$ cat config.mk
export PLATFORM = sky130hd
export DESIGN_NAME = audio_frame_parser_crc_check_core
export DESIGN_NICKNAME = d
export VERILOG_FILES = /design/src/sv/afp_pkg.sv /design/src/sv/afp_parse.sv /design/src/sv/afp_skid.sv /design/src/sv/audio_frame_parser_crc_check_core.sv
export VERILOG_INCLUDE_DIRS = /design/src /design/src/sv
export SDC_FILE = /design/constraint.sdc
export NUM_CORES = 1
export LEC_CHECK = 0
export BUFFER_PORTS_ARGS = -buffer_cell sky130_fd_sc_hd__clkbuf_2
export CAP_MARGIN = 20
export CELL_PAD_IN_SITES_DETAIL_PLACEMENT = 0
export CELL_PAD_IN_SITES_GLOBAL_PLACEMENT = 1
export CORE_ASPECT_RATIO = 1.2
export CORE_UTILIZATION = 30
export CTS_CLUSTER_DIAMETER = 200
export DETAILED_ROUTE_END_ITERATION = 10
export GPL_TIMING_DRIVEN = 0
export PLACE_DENSITY = 0.62
export SLEW_MARGIN = 30
export SYNTH_ARGS = -nofsm -noshare
export SYNTH_HDL_FRONTEND = slang
export SYNTH_SLANG_ARGS = --single-unit
$ cat constraint.sdc
create_clock -name clk -period 28.8 [get_ports clk]
set_clock_uncertainty 0.2 [all_clocks]
set_input_delay 7.2 -clock clk [delete_from_list [all_inputs] [get_ports clk]]
set_output_delay 7.2 -clock clk [all_outputs]
set_load 0.02 [all_outputs]
$ cat src/sv/audio_frame_parser_crc_check_core_defines.svh
// ----------------------------------------------------------------------------
// Assertion macros for the audio frame parser with CRC check
// Shared concurrent assertion forms, clocked and disabled during reset.
// ----------------------------------------------------------------------------
`ifndef AUDIO_FRAME_PARSER_CRC_CHECK_CORE_DEFINES_SVH
`define AUDIO_FRAME_PARSER_CRC_CHECK_CORE_DEFINES_SVH

// The consequent must hold in the same cycle as the antecedent.
`define AFP_ASSERT_IMP(lbl, clk, rst_n, ante, cons) \
  lbl: assert property (@(posedge clk) disable iff (!rst_n) (ante) |-> (cons)) \
    else $error("afp assertion failed");

// The consequent must hold in the cycle after the antecedent.
`define AFP_ASSERT_NXT(lbl, clk, rst_n, ante, cons) \
  lbl: assert property (@(posedge clk) disable iff (!rst_n) (ante) |=> (cons)) \
    else $error("afp assertion failed");

`endif

$ cat src/sv/afp_pkg.sv
// ----------------------------------------------------------------------------
// afp_pkg
// Types, constants and the CRC-32 byte update shared by the frame parser.
// ----------------------------------------------------------------------------
package afp_pkg;

  localparam int unsigned HDR_LEN  = 19;
  localparam int unsigned CRC_LEN  = 4;
  localparam logic [7:0]  TYPE_MAX = 8'h04;
  localparam logic [31:0] CRC_POLY = 32'hEDB8_8320;
  localparam logic [31:0] CRC_INIT = 32'hFFFF_FFFF;

  localparam logic [15:0] MAGIC_RESET  = 16'hAF01;
  localparam logic [15:0] MAXLEN_RESET = 16'd16384;

  // Register indexes on the configuration port.
  localparam logic REG_MAGIC  = 1'b0;
  localparam logic REG_MAXLEN = 1'b1;

  // Result kinds.
  localparam logic KIND_PAYLOAD = 1'b0;
  localparam logic KIND_SUMMARY = 1'b1;

  // Frame status codes.
  localparam logic [2:0] ST_OK        = 3'd0;
  localparam logic [2:0] ST_SHORT     = 3'd1;
  localparam logic [2:0] ST_BAD_MAGIC = 3'd2;
  localparam logic [2:0] ST_BAD_TYPE  = 3'd3;
  localparam logic [2:0] ST_LEN_LARGE = 3'd4;
  localparam logic [2:0] ST_CRC_BAD   = 3'd5;

  typedef struct packed {
    logic               kind;
    logic [7:0]         payload_byte;
    logic [2:0]         status;
    logic [7:0]         version;
    logic [2:0]         ptype;
    logic [7:0]         flags;
    logic signed [31:0] seq_num;
    logic signed [63:0] ts_val;
    logic [15:0]        length;
  } afp_res_t;

  // Reflected CRC-32 update by one byte, one bit per step.
  function automatic logic [31:0] crc32_byte(input logic [31:0] crc_in,
                                             input logic [7:0]  data);
    logic [31:0] c;
    c = crc_in ^ {24'd0, data};
    for (int i = 0; i < 8; i++) begin
      c = c[0] ? ((c >> 1) ^ CRC_POLY) : (c >> 1);
    end
    return c;
  endfunction

endpackage

$ cat src/sv/afp_parse.sv
// ----------------------------------------------------------------------------
// afp_parse
// Frame state, header capture, CRC update and status verdict for one byte.
// ----------------------------------------------------------------------------
`include "audio_frame_parser_crc_check_core_defines.svh"

module afp_parse #(
  parameter int POSITION_WIDTH = 17
) (
  input  logic              clk,
  input  logic              rst_n,
  input  logic              acc,
  input  logic [7:0]        in_byte,
  input  logic              in_last,
  input  logic [15:0]       exp_magic,
  input  logic [15:0]       max_len,
  output logic              res_vld,
  output afp_pkg::afp_res_t res
);
  import afp_pkg::*;

  localparam int PW = POSITION_WIDTH;

  logic [PW-1:0] pos_r, pos_nxt;
  logic [15:0]   magic_r, magic_nxt;
  logic [7:0]    ver_r, ver_nxt;
  logic [7:0]    type_r, type_nxt;
  logic [7:0]    flags_r, flags_nxt;
  logic [31:0]   seq_r, seq_nxt;
  logic [63:0]   ts_r, ts_nxt;
  logic [15:0]   len_r, len_nxt;
  logic [31:0]   crc_r, crc_nxt;
  logic [31:0]   rcrc_r, rcrc_nxt;
  logic [2:0]    err_r, err_nxt;

  logic [PW-1:0] pay_end, crc_end;
  logic          in_hdr, in_pay, in_crc, fwd;
  logic [2:0]    status;

  always_comb begin
    magic_nxt = magic_r;
    ver_nxt   = ver_r;
    type_nxt  = type_r;
    flags_nxt = flags_r;
    seq_nxt   = seq_r;
    ts_nxt    = ts_r;
    len_nxt   = len_r;
    if (pos_r < PW'(2)) begin
      magic_nxt = {magic_r[7:0], in_byte};
    end else if (pos_r == PW'(2)) begin
      ver_nxt = in_byte;
    end else if (pos_r == PW'(3)) begin
      type_nxt = in_byte;
    end else if (pos_r == PW'(4)) begin
      flags_nxt = in_byte;
    end else if (pos_r <= PW'(8)) begin
      seq_nxt = {seq_r[23:0], in_byte};
    end else if (pos_r <= PW'(16)) begin
      ts_nxt = {ts_r[55:0], in_byte};
    end else if (pos_r <= PW'(18)) begin
      len_nxt = {len_r[7:0], in_byte};
    end
  end

  // The payload end uses the length as it stands after this byte.
  assign pay_end = PW'(HDR_LEN) + PW'(len_nxt);
  assign crc_end = pay_end + PW'(CRC_LEN);
  assign in_hdr  = pos_r < PW'(HDR_LEN);
  assign in_pay  = !in_hdr && (pos_r < pay_end);
  assign in_crc  = !in_hdr && !in_pay && (pos_r < crc_end);
  assign fwd     = in_pay && (err_r == ST_OK);

  assign crc_nxt  = (in_hdr || in_pay) ? crc32_byte(crc_r, in_byte) : crc_r;
  assign rcrc_nxt = in_crc ? {rcrc_r[23:0], in_byte} : rcrc_r;
  assign pos_nxt  = (pos_r != '1) ? pos_r + PW'(1) : pos_r;

  // The header verdict is taken when the last header byte arrives.
  always_comb begin
    err_nxt = err_r;
    if (pos_r == PW'(HDR_LEN - 1)) begin
      if (magic_nxt != exp_magic) begin
        err_nxt = ST_BAD_MAGIC;
      end else if (type_nxt > TYPE_MAX) begin
        err_nxt = ST_BAD_TYPE;
      end else if (len_nxt > max_len) begin
        err_nxt = ST_LEN_LARGE;
      end
    end
  end

  always_comb begin
    if (pos_nxt < PW'(HDR_LEN + CRC_LEN)) begin
      status = ST_SHORT;
    end else if (err_nxt != ST_OK) begin
      status = err_nxt;
    end else if (pos_nxt < crc_end) begin
      status = ST_SHORT;
    end else if (~crc_nxt != rcrc_nxt) begin
      status = ST_CRC_BAD;
    end else begin
      status = ST_OK;
    end
  end

  always_comb begin
    res = '0;
    if (in_last) begin
      res.kind    = KIND_SUMMARY;
      res.status  = status;
      res.version = ver_nxt;
      res.ptype   = (type_nxt <= TYPE_MAX) ? type_nxt[2:0] : 3'd0;
      res.flags   = flags_nxt;
      res.seq_num = seq_nxt;
      res.ts_val  = ts_nxt;
      res.length  = len_nxt;
    end else begin
      res.kind         = KIND_PAYLOAD;
      res.payload_byte = in_byte;
    end
  end

  assign res_vld = acc && (in_last || fwd);

  always_ff @(posedge clk) begin
    if (!rst_n || (acc && in_last)) begin
      pos_r   <= '0;
      magic_r <= '0;
      ver_r   <= '0;
      type_r  <= '0;
      flags_r <= '0;
      seq_r   <= '0;
      ts_r    <= '0;
      len_r   <= '0;
      crc_r   <= CRC_INIT;
      rcrc_r  <= '0;
      err_r   <= ST_OK;
    end else if (acc) begin
      pos_r   <= pos_nxt;
      magic_r <= magic_nxt;
      ver_r   <= ver_nxt;
      type_r  <= type_nxt;
      flags_r <= flags_nxt;
      seq_r   <= seq_nxt;
      ts_r    <= ts_nxt;
      len_r   <= len_nxt;
      crc_r   <= crc_nxt;
      rcrc_r  <= rcrc_nxt;
      err_r   <= err_nxt;
    end
  end

  `AFP_ASSERT_NXT(a_clear_on_last, clk, rst_n, acc && in_last, pos_r == '0 && err_r == ST_OK)
  `AFP_ASSERT_IMP(a_fwd_only_ok, clk, rst_n, res_vld && !in_last, err_r == ST_OK && !in_hdr)
  `AFP_ASSERT_NXT(a_pos_grows, clk, rst_n, acc && !in_last, pos_r >= $past(pos_r))

endmodule

$ cat src/sv/afp_skid.sv
// ----------------------------------------------------------------------------
// afp_skid
// Output register with a skid stage, so the input side never waits on the
// receiver combinationally.
// ----------------------------------------------------------------------------
`include "audio_frame_parser_crc_check_core_defines.svh"

module afp_skid (
  input  logic              clk,
  input  logic              rst_n,
  input  logic              push,
  input  afp_pkg::afp_res_t push_data,
  output logic              full,
  output logic              out_valid,
  input  logic              out_stall,
  output afp_pkg::afp_res_t out_data
);
  import afp_pkg::*;

  logic     out_valid_r, skid_valid_r;
  afp_res_t out_data_r, skid_data_r;
  logic     take;

  assign take = out_valid_r && !out_stall;

  always_ff @(posedge clk) begin
    if (!rst_n) begin
      out_valid_r  <= 1'b0;
      skid_valid_r <= 1'b0;
    end else if (skid_valid_r) begin
      if (take) begin
        skid_valid_r <= 1'b0;
      end
    end else if (push) begin
      if (!out_valid_r || take) begin
        out_valid_r <= 1'b1;
      end else begin
        skid_valid_r <= 1'b1;
      end
    end else if (take) begin
      out_valid_r <= 1'b0;
    end
  end

  always_ff @(posedge clk) begin
    if (skid_valid_r) begin
      if (take) begin
        out_data_r <= skid_data_r;
      end
    end else if (push) begin
      if (!out_valid_r || take) begin
        out_data_r <= push_data;
      end else begin
        skid_data_r <= push_data;
      end
    end
  end

  assign full      = skid_valid_r;
  assign out_valid = out_valid_r;
  assign out_data  = out_data_r;

  `AFP_ASSERT_IMP(a_skid_behind_out, clk, rst_n, skid_valid_r, out_valid_r)
  `AFP_ASSERT_NXT(a_skid_drains, clk, rst_n, skid_valid_r && !out_stall, !skid_valid_r)
  `AFP_ASSERT_NXT(a_push_lands, clk, rst_n, push && !skid_valid_r, out_valid_r)

endmodule

$ cat src/sv/audio_frame_parser_crc_check_core.sv
// ----------------------------------------------------------------------------
// audio_frame_parser_crc_check_core
// Byte-wide deframer for audio link frames with a CRC-32 check.
// ----------------------------------------------------------------------------
// The input channel carries one received byte per item, with in_last_byte
// marking the final byte of the buffer. A frame is a 19-byte big-endian
// header (magic, version, type, flags, sequence, timestamp, payload length),
// the payload, and a big-endian CRC-32 over header and payload.
// Payload bytes of a frame whose header passed its checks come out as items
// of kind payload; the last byte yields one summary item with the header
// fields and a status. Bytes after the CRC are ignored.
// Each byte is processed in the cycle it is accepted; its result is registered
// in the output register or the skid stage, and one byte is taken every cycle
// while in_stall is low. The CRC update and field capture are byte-wide.
// When the receiver stalls, one further result is held in a skid stage and
// in_stall rises only once that stage is full; it is a register output.
// Synchronous reset clears the frame state, drops any held result and sets
// the sync word and the payload length limit to their defaults. The
// configuration registers are meant to be written while no frame is in flight.
// ----------------------------------------------------------------------------
module audio_frame_parser_crc_check_core #(
  parameter int POSITION_WIDTH = 17
) (
  input  logic               clk,
  input  logic               rst_n,
  // Input channel.
  input  logic               in_valid,
  output logic               in_stall,
  input  logic [7:0]         in_byte,
  input  logic               in_last_byte,
  // Result channel.
  output logic               out_valid,
  input  logic               out_stall,
  output logic               out_kind,
  output logic [7:0]         out_payload_byte,
  output logic [2:0]         out_status,
  output logic [7:0]         out_version_out,
  output logic [2:0]         out_packet_type,
  output logic [7:0]         out_flags_out,
  output logic signed [31:0] out_sequence_out,
  output logic signed [63:0] out_timestamp_out,
  output logic [15:0]        out_payload_length,
  // Configuration port.
  input  logic               cfg_psel,
  input  logic               cfg_penable,
  input  logic               cfg_pwrite,
  input  logic [2:0]         cfg_paddr,
  input  logic [31:0]        cfg_pwdata,
  output logic [31:0]        cfg_prdata,
  output logic               cfg_pready
);
  import afp_pkg::*;

  logic [15:0] magic_r;
  logic [15:0] maxlen_r;
  logic        cfg_wr;
  logic        acc;
  logic        res_vld;
  afp_res_t    res;
  afp_res_t    out_data;
  logic        skid_full;

  // Registers sit at byte addresses 0 and 4; bit 2 of the address selects.
  assign cfg_pready = 1'b1;
  assign cfg_wr     = cfg_psel && cfg_penable && cfg_pwrite && cfg_pready;

  always_ff @(posedge clk) begin
    if (!rst_n) begin
      magic_r  <= MAGIC_RESET;
      maxlen_r <= MAXLEN_RESET;
    end else if (cfg_wr) begin
      unique case (cfg_paddr[2])
        REG_MAGIC:  magic_r  <= cfg_pwdata[15:0];
        REG_MAXLEN: maxlen_r <= cfg_pwdata[15:0];
        default: ;
      endcase
    end
  end

  always_comb begin
    unique case (cfg_paddr[2])
      REG_MAGIC:  cfg_prdata = {16'd0, magic_r};
      REG_MAXLEN: cfg_prdata = {16'd0, maxlen_r};
      default:    cfg_prdata = '0;
    endcase
  end

  // A byte is taken whenever the skid stage has room.
  assign in_stall = skid_full;
  assign acc      = in_valid && !skid_full;

  afp_parse #(
    .POSITION_WIDTH(POSITION_WIDTH)
  ) u_parse (
    .clk       (clk),
    .rst_n     (rst_n),
    .acc       (acc),
    .in_byte   (in_byte),
    .in_last   (in_last_byte),
    .exp_magic (magic_r),
    .max_len   (maxlen_r),
    .res_vld   (res_vld),
    .res       (res)
  );

  afp_skid u_skid (
    .clk       (clk),
    .rst_n     (rst_n),
    .push      (res_vld),
    .push_data (res),
    .full      (skid_full),
    .out_valid (out_valid),
    .out_stall (out_stall),
    .out_data  (out_data)
  );

  assign out_kind           = out_data.kind;
  assign out_payload_byte   = out_data.payload_byte;
  assign out_status         = out_data.status;
  assign out_version_out    = out_data.version;
  assign out_packet_type    = out_data.ptype;
  assign out_flags_out      = out_data.flags;
  assign out_sequence_out   = out_data.seq_num;
  assign out_timestamp_out  = out_data.ts_val;
  assign out_payload_length = out_data.length;

endmodule
# Yosys cells after proc, flatten, opt, wreduce, memory -nomap -nowiden
# Cells that the tools add are included.
# op_classes
add_sub_neg,3
n_lt_le_gt_ge,12
eq_ne,9
mux,63
n_bitwise,13
n_reduce_logical,30
# op_table
operator,n
two-way mux 143 bit,4
two-way mux 32 bit,15
two-way mux 64 bit,6
two-way mux 134 bit,1
two-way mux 16 bit,8
NOT 13 -> 14 bit,8
two-way mux 8 bit,10
case mux 32 bit (2 select lines),1
less-than comparator 17 bit,3
"equality test 17 x 2 -> 1 bit, second input constant",2
"<= comparator 17 x 5 -> 1 bit, second input constant",2
"less-than comparator 17 x 5 -> 1 bit, second input constant",2
!= test 32 bit,1
NOT 32 bit,1
bitwise XOR 32 x 8 -> 32 bit,1
two-way mux 3 bit,9
"adder 17 x 1 -> 17 bit, second input constant",1
"adder 17 x 3 -> 17 bit, second input constant",1
"adder 5 x 16 -> 17 bit, first input constant",1
"equality test 17 x 3 -> 1 bit, second input constant",1
"equality test 17 x 5 -> 1 bit, second input constant",1
"<= comparator 17 x 4 -> 1 bit, second input constant",1
"less-than comparator 17 x 2 -> 1 bit, second input constant",1
two-way mux 17 bit,1
17 further kinds,48
# word_totals
regBits,556
inputBits,51
out_inout_bits,178
wordCells,163

# Depth between registers and ports, before layout
# Gate-level depths: netlist of run 1.
# depth
word_depth,28
ltp_mapped,31
depth_no_buf,28

# Hierarchy
# From an unflattened synthesis of run 1, not the netlist that was laid out.
# hier_totals
hier_cells,2851
area_unflattened_um2,28501.1
# by_module_without_submodules
module,n_inst,cells_per_inst,area_each_um2,seq_area_each_um2
afp_parse,1,2223,16404.5,4724.5
afp_skid,1,458,10467.5,8628.3
audio_frame_parser_crc_check_core,1,170,1629.1,640.6

# Worst setup path before layout of run 1
# OpenSTA, ideal clock, no wires.
# synth_path
path_type,input to register
start,input in_byte[1]
end,register u_skid.out_data_r (netlist bit u_skid.out_data[0]) (enable)
setup_ps,864
arrival_time_ps,20254
t_required_ps,27736
path_slack_ps,7482
path_stages,16
n_path_buf,2
cell_sequence,clkbuf_1 -> o211a_1 -> clkbuf_1 -> o2111ai_1 -> xor2_1 -> mux2i_1 -> inv_1 -> ha_1 -> a2111oi_0 -> o2111ai_1 -> o221a_2 -> a21oi_1 -> o22ai_1 -> nor2_1 -> o21ai_0 -> a21boi_0
# synth_via
elab_chain_cells,15
# synth_lines
element,line,rtl
from (decl),audio_frame_parser_crc_check_core.sv:29,"input logic [7:0] in_byte,"
two-way mux 16 bit,afp_parse.sv:60,end else if (pos_r <= PW'(18)) begin
two-way mux 16 bit,afp_parse.sv:58,end else if (pos_r <= PW'(16)) begin
two-way mux 16 bit,afp_parse.sv:56,end else if (pos_r <= PW'(8)) begin
two-way mux 16 bit,afp_parse.sv:54,end else if (pos_r == PW'(4)) begin
two-way mux 16 bit,afp_parse.sv:52,end else if (pos_r == PW'(3)) begin
two-way mux 16 bit,afp_parse.sv:50,end else if (pos_r == PW'(2)) begin
two-way mux 16 bit,afp_parse.sv:48,if (pos_r < PW'(2)) begin
adder 5 x 16 -> 17 bit,afp_parse.sv:66,assign pay_end = PW'(HDR_LEN) + PW'(len_nxt);
less-than comparator 17 bit,afp_parse.sv:69,assign in_pay = !in_hdr && (pos_r < pay_end);
logical AND 1 bit,afp_parse.sv:69,
logical AND 1 bit,afp_parse.sv:71,assign fwd = in_pay && (err_r == ST_OK);
logical OR 1 bit,afp_parse.sv:122,assign res_vld = acc && (in_last || fwd);
logical AND 1 bit,afp_parse.sv:122,
nonzero test 2 bit (no source line),-,
AND reduction 3 bit (no source line),-,
to (signal assigned),afp_skid.sv:48,out_data_r <= skid_data_r;
to (signal assigned),afp_skid.sv:52,out_data_r <= push_data;
to (decl),afp_skid.sv:21,"afp_res_t out_data_r, skid_data_r;"
# No other way between the ends.
# A chain may end at the register's enable or synchronous reset.

# Final worst setup path of run 1
# layout_path
start,input cfg_paddr[2]
end,output cfg_prdata[11]
# layout_via
elab_chain_cells,2
# layout_lines
element,line,rtl
from (decl),audio_frame_parser_crc_check_core.sv:47,"input logic [2:0] cfg_paddr,"
NOT 1 bit (no source line),-,
case mux 32 bit (2 select lines) *,audio_frame_parser_crc_check_core.sv:81,unique case (cfg_paddr[2])
to (decl),audio_frame_parser_crc_check_core.sv:49,"output logic [31:0] cfg_prdata,"
# Every way passes the cells marked *; elsewhere a longest branch is shown, timed or not. The select of a mux whose other input is x is not followed.

==> results of run 1 <==
area by class of cell:
cell class / instances / share of cell area
flip-flops and latches: 556 / 0.418
multi-input cells: 2013 / 0.396
clock buffers: 74 / 0.0495
well taps: 1240 / 0.0464
repair buffers: 209 / 0.0393
plain buffers: 208 / 0.0271
clock inverters: 42 / 0.0180
inverters: 51 / 0.00572
power by group through the flow:
| stage | clock (mW) | sequential (mW) | combinational [mW] |
|---|---|---|---|
| 5_1_grt | 0.927 | 0.879 | 0.451 |
| 2_1_floorplan | 0 | 0.909 | 0.272 |
| 3_5_place_dp | 0 | 0.894 | 0.414 |
| 6_report | 0.877 | 0.877 | 0.415 |
| 4_1_cts | 0.898 | 0.876 | 0.416 |
| 3_3_place_gp | 0 | 0.905 | 0.408 |
per-layer routing:
layer	wire length (µm)	up-vias	GRT usage
li1	-	10400	-
met1	41000	10400	0.251
met2	41700	627	0.309
met3	4590	135	0.0256
met4	2140	8	0.0482
met5	47	-	0
state kept, by name, summed over array words and instances (netlist names), 17 cells and up:
signal / cells
u_parse.rcrc_r: 32
u_parse.crc_r: 32
u_skid.out_data: 143
u_parse.ts_r: 64
u_skid.skid_data_r: 143
u_parse.pos_r: 17
u_parse.seq_r: 32
metrics by stage:
step           setup slack, ps  std cells
2_1_floorplan             7480       2828
5_1_grt                  12560       4393
6_report                 12650       4393
4_1_cts                  12630       4393
3_3_place_gp              -503       4258
3_5_place_dp             12660       4277
worst register-to-register path, delay by kind of cell (launching register included):
kind | cells | cell delay, ps
muxes | 1 | 690
and+or+nand+nor | 5 | 1700
buffers and inverters | 8 | 2390
xor gates and xnor gates | 2 | 570
DFF | 1 | 420
adders and majority gates | 1 | 240
AOI/OAI and AO/OA | 10 | 2810
worst paths after layout:
| path | startpoint | end | slack, ps | cells past startpoint |
|---|---|---|---|---|
| worst min-delay path | u_parse.rcrc_r[25]$_SDFFE_PP0P_ | u_parse.rcrc_r[25]$_SDFFE_PP0P_ | 250 | 2 |
| worst max-delay path | cfg_paddr[2] | cfg_prdata[11] | 12650 | 4 |
| worst min register to register | u_parse.rcrc_r[25]$_SDFFE_PP0P_ | u_parse.rcrc_r[25]$_SDFFE_PP0P_ | 250 | 2 |
| worst max register to register | u_parse.pos_r[1]$_SDFFE_PP0P_ | u_skid.out_data[133]$_DFFE_PP_ | 19490 | 27 |
kinds of logic (layout without fill, tap and decap cells):
group                    Yosys count  after routing  share of synthesized area
buffers and inverters            259            584                     0.0384
flip-flops                       556            556                      0.496
XOR/XNOR                         165            165                     0.0517
other                              2             17                   0.000266
adder cells (fa/ha/maj)           56             56                     0.0246
AO/OA/AOI/OAI                    448            448                     0.0984
multiplexers                     342            342                      0.129
AND/OR/NAND/NOR                  985            985                      0.162
placed cells by master, fill, tap and decap left out, types with 10 or more instances in the layout:
cell type,netlist,layout
a211oi_1,21,21
a21boi_0,29,28
a21o_1,15,15
a21oi_1,211,211
and2_1,29,29
and3_1,13,13
buf_1,16,15
buf_2,17,19
buf_4,18,19
bufinv_16,0,13
clkbuf_1,154,150
clkbuf_16,0,62
clkbuf_2,0,200
clkinv_2,0,13
conb_1,2,17
dfxtp_1,270,270
edfxtp_1,286,286
ha_1,53,53
inv_1,49,49
mux2_2,163,163
mux2i_1,178,178
nand2_1,540,540
nand2b_1,15,15
nand3_1,51,51
nand4_1,20,20
nor2_1,106,105
nor2b_1,130,130
nor3_1,24,24
o211ai_1,31,31
o21ai_0,48,47
o31ai_1,10,10
xnor2_1,91,90
xor2_1,73,73
==> out/metrics.cfg, run 1 <==
[clock_network]
cts_max_level = 2
clock-root-buffer = clkbuf_16
cts_resized = 0
clk_pin_slew_worst_paths_ps = 60
numClockSinks = 556
cts-buffers-inserted = 61
cts_max_path_buffers = 3
cts_tree = yes
cts_setup_buffers = 0
clock_latency_ps = 660
cts_hold_buffers = 0

[power_and_ir_drop]
cellPowerDensity_nw_per_um2 = 64.8
power.leakage_nw = 12.1
p_int_mw = 1.54
combinationalPowerShare = 0.192
clockPowerShare = 0.404
ir_drop_mv = 0.0477
total_power_mw = 2.17
p_seq_frac = 0.404
power.switching_uw = 630
power_switching_share = 0.290

[floorplanning]
die_h_um = 338
dieArea_um2 = 95300
core_um2 = 92700
io-pin-count = 229
rows = 122
start_util = 0.305
die_x_um = 282

[layout]
antenna_cells = 0
fin_nets = 3204
multiInputGateArea_um2 = 13200
fill_cells = 9483
stdcell_area_um2 = 33500
ff_latch_area_um2 = 14000
area_growth_pct = 18.5
fin_util = 0.361
drive_above_1_share = 0.176

[detailed_routing]
drc = 0
drt_iter0_drc = 1403
wl_per_cell_um = 20.4
viasPerCell = 4.90
first_pass_iters = 7
vias = 21500
wl_um = 89500
final_antenna_net_count = 0

[place]
gp_congestion = 0.890
place_area_um2 = 31200
dpl.hpwl_um = 66600
portBuffers = 190

[sta]
min_period_ps = 16150
worst_slew_pin_slew_ps = 992
fmax_mhz = 61.9
setup_viol = 0
fin_tns_setup_ps = 0
period_share = 0.561
hold_violations = 0
rsz0062_at_grt = false
maxSlewHeadroom = 0.333
holdWs_ps = 254
drv_slew = 0

[yosys]
synth_edf_count = 286
synth_ff_type = edfxtp_1
syn_area_per_cell_um2 = 10.0
netlist_instances = 2813
yosysMostFrequentCell = nand2_1
yosysUniqueCellTypes = 84
synth_area_leader_cell = edfxtp_1
synth_area_um2 = 28200
yosysTopAreaCellShare = 0.304
yosys_warnings = 0
ys_seq_elements = 556
netlist_top_cells_area = edfxtp_1, dfxtp_1, nand2_1, mux2_2, mux2i_1
yosysSeqAreaShare = 0.496
synth_common_cells = nand2_1, edfxtp_1, dfxtp_1, a21oi_1, mux2i_1
synth_async_sr_flop_share = 0

[global_route]
grt_max_degree = 24
grt.overflow.total = 0
antenna_found_initial = 11
grt_pass1_vias = 20700
grtUsageTotal = 0.185
grt_pass1_wl_um = 133000

[critical_path]
cp_max_fo = 10
crit_slowest_cell = clkbuf_1
crit_arrival_ps = 8750
cp-end-kind = output pin
crit_path_start_kind = input pin
worstSetupPathType = input pin to output pin
crit_top_cell = clkbuf_1
slowest_delay_ps = 550
path_buf_inv = 3
path_cells = clkbuf_1, clkbuf_1, mux2_2, clkbuf_2
critical-path-top-delay-family = buffers and inverters
cp.required_ps = 21400

[worst_hold_path]
worstHoldPathType = flop to flop

[outcome]
status = finished, final reports clean

[job]
cap_violations = 0

(Power assumes the default switching activity.)
==> run 2, diff against run 1 <==
- ABC_AREA: unset -> 1
- PLACE_DENSITY: 0.62 -> 0.66
- clock period: 28.8 -> 14 ns (I/O delays scaled with it)
==> out/metrics.cfg, run 2 <==
[outcome]
status = finished, final reports clean  ; unchanged

[detailed_routing]
first_pass_iters = 5  ; was 7
drt_iter0_drc = 1449  ; was 1403
wl_per_cell_um = 18.6  ; was 20.4 µm
viasPerCell = 4.70  ; was 4.90
vias = 23700  ; was 21500
final_antenna_net_count = 0  ; unchanged
wl_um = 93800  ; was 89500 µm
drc = 0  ; unchanged

[worst_hold_path]
worstHoldPathType = flop to flop  ; unchanged

[yosys]
netlist_instances = 3479  ; was 2813
synth_async_sr_flop_share = 0  ; unchanged
synth_common_cells = nand2_1, inv_1, nor2_1, edfxtp_1, o21ai_0  ; was nand2_1, edfxtp_1, dfxtp_1, a21oi_1, mux2i_1
yosys_warnings = 0  ; unchanged
syn_area_per_cell_um2 = 8.10  ; was 10.0 µm²
synth_area_leader_cell = edfxtp_1  ; unchanged
yosysMostFrequentCell = nand2_1  ; unchanged
yosysSeqAreaShare = 0.496  ; about the same
synth_edf_count = 286  ; unchanged
synth_area_um2 = 28200  ; about the same
ys_seq_elements = 556  ; unchanged
netlist_top_cells_area = edfxtp_1, dfxtp_1, nand2_1, o21ai_0, inv_1  ; was edfxtp_1, dfxtp_1, nand2_1, mux2_2, mux2i_1
synth_ff_type = edfxtp_1  ; unchanged
yosysUniqueCellTypes = 54  ; was 84
yosysTopAreaCellShare = 0.305  ; was 0.304

[layout]
mostFrequentLayoutCells = nand2_1, inv_1, nor2_1  ; was nand2_1, edfxtp_1, dfxtp_1
layoutNonFillerInstCount = 5038  ; was 4393
drive_above_1_share = 0.101  ; was 0.176
fin_util = 0.355  ; was 0.361
layout_commonest_cell = nand2_1  ; unchanged
fin_nets = 3853  ; was 3204
area_growth_pct = 16.8  ; was 18.5%
antenna_cells = 0  ; unchanged

[sta]
worst_slew_pin_slew_ps = 1050  ; was 992 ps
hold_violations = 0  ; unchanged
setup_viol = 0  ; unchanged
drv_slew = 0  ; unchanged
maxSlewHeadroom = 0.290  ; was 0.333
period_share = 0.717
rsz0062_at_grt = false  ; unchanged
setup_ws_ps = 3960  ; was 12650 ps
fmax_mhz = 99.6
min_period_ps = 10040
holdWs_ps = 270  ; was 254 ps
fin_tns_setup_ps = 0  ; unchanged

[clock_network]
cts_setup_buffers = 0  ; unchanged
cts-buffers-inserted = 58  ; was 61
cts_hold_buffers = 0  ; unchanged
cts_max_level = 2  ; unchanged
numClockSinks = 556  ; unchanged
clk_pin_slew_worst_paths_ps = 70  ; was 60 ps
cts_tree = yes  ; unchanged
cts_resized = 0  ; unchanged
clock_latency_ps = 660  ; about the same
clock-root-buffer = clkbuf_16  ; unchanged
cts_max_path_buffers = 3  ; unchanged

[floorplanning]
io-pin-count = 229  ; unchanged
core_um2 = 92700  ; unchanged
start_util = 0.304  ; was 0.305
dieArea_um2 = 95200  ; was 95300 µm²
die_x_um = 282  ; about the same
die_h_um = 338  ; about the same
rows = 122  ; unchanged

[place]
dpl.hpwl_um = 71400  ; was 66600 µm
portBuffers = 187  ; was 190
post-place-ws_ps = 3260  ; was 12660 ps
dp_cells = 4929  ; was 4277
gp_congestion = 0.891  ; was 0.890

[global_route]
grt.overflow.total = 0  ; unchanged
grtUsageTotal = 0.195  ; was 0.185
grt_max_degree = 74  ; was 24
grt_pass1_vias = 22700  ; was 20700
grt_pass1_wl_um = 141000  ; was 133000 µm
antenna_found_initial = 0  ; was 11

[power_and_ir_drop]
power.leakage_nw = 15.3  ; was 12.1 nW
ir_drop_mv = 0.127  ; was 0.0477 mV
cellPowerDensity_nw_per_um2 = 157  ; was 64.8 nW/µm²

[critical_path]
crit_arrival_ps = 10240  ; was 8750 ps
slowest_delay_ps = 620  ; was 550 ps
cp.required_ps = 14200  ; was 21400 ps
crit_top_cell = nand2_1  ; was clkbuf_1
crit_slowest_cell = clkbuf_1  ; unchanged
crit_path_start_kind = input pin  ; unchanged
worstSetupPathType = input pin to flop  ; was input pin to output pin
cp_max_fo = 10  ; unchanged
cp-end-kind = flop  ; was output pin

[job]
cap_violations = 0  ; unchanged

## run 2: logic make-up after synthesis
| kind of cell | share of synthesized area |
|---|---|
| AND/OR/NAND/NOR | 0.216 |
| AO/OA/AOI/OAI | 0.112 |
| buffers and inverters | 0.0833 |
| flip-flops | 0.496 |
| XOR/XNOR | 0.0323 |
| multiplexers | 0.0356 |
| adder cells (fa/ha/maj) | 0.0239 |
| other | 0.000266 |
## run 2: area by class of cell
type / instances / area, µm²
flip-flops and latches: 556 / 14000
plain buffers: 196 / 901
inverters: 386 / 1460
multi-input cells: 2356 / 11900
well taps: 1240 / 1550
repair buffers: 195 / 1160
clock inverters: 38 / 418
fillers: 9776 / 59700
clock buffers: 71 / 1520
## run 2: worst paths after layout
| path | startpoint | endpoint | slack (ps) | cells after the start |
|---|---|---|---|---|
| worst max-delay path | in_byte[0] | u_skid.out_data[131]$_DFFE_PP_ | 3960 | 42 |
| worst max register to register | u_parse.pos_r[1]$_SDFFE_PP0P_ | u_skid.out_data[131]$_DFFE_PP_ | 6450 | 45 |
| worst min register to register | u_parse.crc_r[21]$_SDFFE_PP1P_ | u_parse.crc_r[21]$_SDFFE_PP1P_ | 270 | 2 |
| worst min-delay path | u_parse.crc_r[21]$_SDFFE_PP1P_ | u_parse.crc_r[21]$_SDFFE_PP1P_ | 270 | 2 |
## run 2: power by group
part,switching [mW],internal (mW),leakage [nW]
Clock,0.690,0.920,0.932
Sequential,0.0868,1.90,4.98
Combinational,1.10,0.468,9.36
## run 2: metrics by stage
step	instance area, µm²	power [mW]
floorplan	28200	3.06
global placement	30700	3.59
detailed placement	31000	3.59
CTS	32900	5.20
global route	32900	5.43
finish	32900	5.16
## run 2: layer usage
| layer | GRT usage | up-vias | part of all wire |
|---|---|---|---|
| met2 | 0.350 | 496 | 0.50 |
| met5 | 0 | - | 0 |
| met1 | 0.238 | 11100 | 0.43 |
| li1 | - | 11900 | - |
| met4 | 0.0741 | 0 | 0.037 |
| met3 | 0.0209 | 151 | 0.034 |
## run 2: critical path: cells and delay by family
| kind | cells | cell delay (ps) |
|---|---|---|
| XOR/XNOR | 1 | 310 |
| AND/OR/NAND/NOR | 30 | 3730 |
| buffers and inverters | 5 | 1600 |
| AO/OA/AOI/OAI | 4 | 570 |
| adder cells (fa/ha/maj) | 2 | 490 |
==> run 3, diff against run 2 <==
- PLACE_DENSITY: 0.66 -> 0.64
- clock period: 14 -> 9.9 ns (I/O delays scaled with it)
==> out/metrics.cfg, run 3 (synthesized netlist as in run 2, its figures left out) <==
[clock_network]
cts_hold_buffers = 0  ; unchanged
clk_pin_slew_worst_paths_ps = 60  ; was 70 ps
clock_latency_ps = 650  ; was 660 ps
cts_max_path_buffers = 3  ; unchanged
cts_max_level = 2  ; unchanged
numClockSinks = 556  ; unchanged
cts_tree = yes  ; unchanged
clock-root-buffer = clkbuf_16  ; unchanged
cts_resized = 0  ; unchanged
cts-buffers-inserted = 59  ; was 58
cts_setup_buffers = 0  ; unchanged

[global_route]
use_met1 = 0.243  ; was 0.238
grtUsageTotal = 0.198  ; was 0.195
grt_max_degree = 76  ; was 74
gr-usage-met3 = 0.0194  ; was 0.0209
grt.overflow.total = 0  ; unchanged
top_usage_layer = met2  ; unchanged
grt_pass1_vias = 23000  ; was 22700
grt_pass1_wl_um = 143000  ; was 141000 µm
antenna_found_initial = 1  ; was 0
use_met2 = 0.362  ; was 0.350

[job]
cap_violations = 0  ; unchanged

[floorplanning]
rows = 122  ; unchanged
die_h_um = 338  ; unchanged
core_um2 = 92700  ; unchanged
die_x_um = 282  ; unchanged
dieArea_um2 = 95200  ; unchanged
io-pin-count = 229  ; unchanged
start_util = 0.304  ; unchanged

[outcome]
status = finished, final reports clean  ; unchanged

[layout]
fin_nets = 3855  ; was 3853
drive_above_1_share = 0.104  ; was 0.101
mostFrequentLayoutCells = nand2_1, inv_1, nor2_1  ; unchanged
layout_commonest_cell = nand2_1  ; unchanged
fin_util = 0.356  ; was 0.355
antenna_cells = 0  ; unchanged
stdcell_area_um2 = 33000  ; was 32900 µm²
fill_cells = 9788  ; was 9776
area_growth_pct = 17.0  ; was 16.8%

[critical_path]
worstSetupPathType = input pin to flop  ; unchanged
cp.required_ps = 10080  ; was 14200 ps
crit_slowest_cell = clkbuf_1  ; unchanged
slowest_delay_ps = 640  ; was 620 ps
cp-end-kind = flop  ; unchanged
crit_path_start_kind = input pin  ; unchanged
worstReg2RegStart = u_parse.pos_r[1]$_SDFFE_PP0P_  ; unchanged
cp_max_fo = 10  ; unchanged
crit_arrival_ps = 9450  ; was 10240 ps
crit_top_cell = nand2_1  ; unchanged
critPathLaunch = in_byte[0]  ; unchanged

[place]
post-place-ws_ps = -79.7  ; was 3260 ps
portBuffers = 187  ; unchanged
dpl.hpwl_um = 72100  ; was 71400 µm
place_area_um2 = 31000  ; about the same
gp_congestion = 0.864  ; was 0.891

[sta]
fmax_mhz = 108
drv_slew = 0  ; unchanged
rsz0062_at_grt = false  ; unchanged
setup_viol = 0  ; unchanged
period_share = 0.936
hold_violations = 0  ; unchanged
maxSlewHeadroom = 0.218  ; was 0.290
worst_slew_pin_slew_ps = 1160  ; was 1050 ps
min_period_ps = 9270
setup_ws_ps = 635  ; was 3960 ps
holdWs_ps = 274  ; was 270 ps

[detailed_routing]
viasPerCell = 4.69  ; was 4.70
drc = 0  ; unchanged
wl_per_cell_um = 18.9  ; was 18.6 µm
drt_iter0_drc = 1369  ; was 1449
wl_um = 95100  ; was 93800 µm
first_pass_iters = 5  ; unchanged
final_antenna_net_count = 0  ; unchanged
vias = 23600  ; was 23700

[power_and_ir_drop]
ir_drop_mv = 0.151  ; was 0.127 mV
power.leakage_nw = 15.3  ; about the same
cellPowerDensity_nw_per_um2 = 221  ; was 157 nW/µm²

[worst_hold_path]
worstHoldPathType = flop to flop  ; unchanged
holdCritStartpoint = u_parse.crc_r[14]$_SDFFE_PP1P_  ; was u_parse.crc_r[21]$_SDFFE_PP1P_

-- run 3: cell types whose count changed in the layout (fill, tap and decap cells not counted), moves of 3 or more --
cell       delta
clkinv_2      +5
bufinv_16     -3
clkbuf_1      -5
clkbuf_8      +5
-- run 3: path summary, 6_finish.rpt --
| kind | cells past startpoint | end | slack [ps] |
|---|---|---|---|
| max | 42 | u_skid.out_data[131]$_DFFE_PP_ | 630 |
| min | 2 | u_parse.crc_r[14]$_SDFFE_PP1P_ | 270 |
| max reg2reg | 45 | u_skid.out_data[131]$_DFFE_PP_ | 2200 |
| min reg2reg | 2 | u_parse.crc_r[14]$_SDFFE_PP1P_ | 270 |
-- run 3: per-stage QoR --
stage          TNS (ps)  power [mW]  std cells
3_3_place_gp    -928120        5.08       4921
6_report              0        7.30       5042
4_1_cts               0        7.36       5042
2_1_floorplan         0        4.32       3494
3_5_place_dp      -79.7        5.07       4930
5_1_grt               0        7.70       5042
-- run 3: per-layer routing --
layer / up-vias / wire length [µm]
li1: 11900 / -
met1: 11100 / 40800
met2: 484 / 48400
met3: 129 / 3210
met4: 0 / 2700
met5: - / 0
-- run 3: final cells by class --
| type | instances | area [µm²] | share of cell area |
|---|---|---|---|
| flip-flops and latches | 556 | 14000 | 0.424 |
| plain buffers | 196 | 902 | 0.0274 |
| well taps | 1240 | 1550 | 0.0471 |
| multi-input cells | 2356 | 11900 | 0.362 |
| clock inverters | 37 | 360 | 0.0109 |
| inverters | 386 | 1460 | 0.0442 |
| clock buffers | 75 | 1610 | 0.0490 |
| repair buffers | 196 | 1160 | 0.0351 |
-- run 3: worst max-delay path, delay by kind of cell --
kind	cells	cell delay (ps)
AO/OA/AOI/OAI	1	220
adder cells (fa/ha/maj)	2	510
AND/OR/NAND/NOR	34	4480
buffers and inverters	4	1530
XOR/XNOR	1	190
-- run 3: where the power goes --
group	leakage, nW	internal (mW)	switching, mW
Sequential	4.98	2.68	0.120
Combinational	9.37	0.663	1.56
Clock	0.960	1.29	0.989
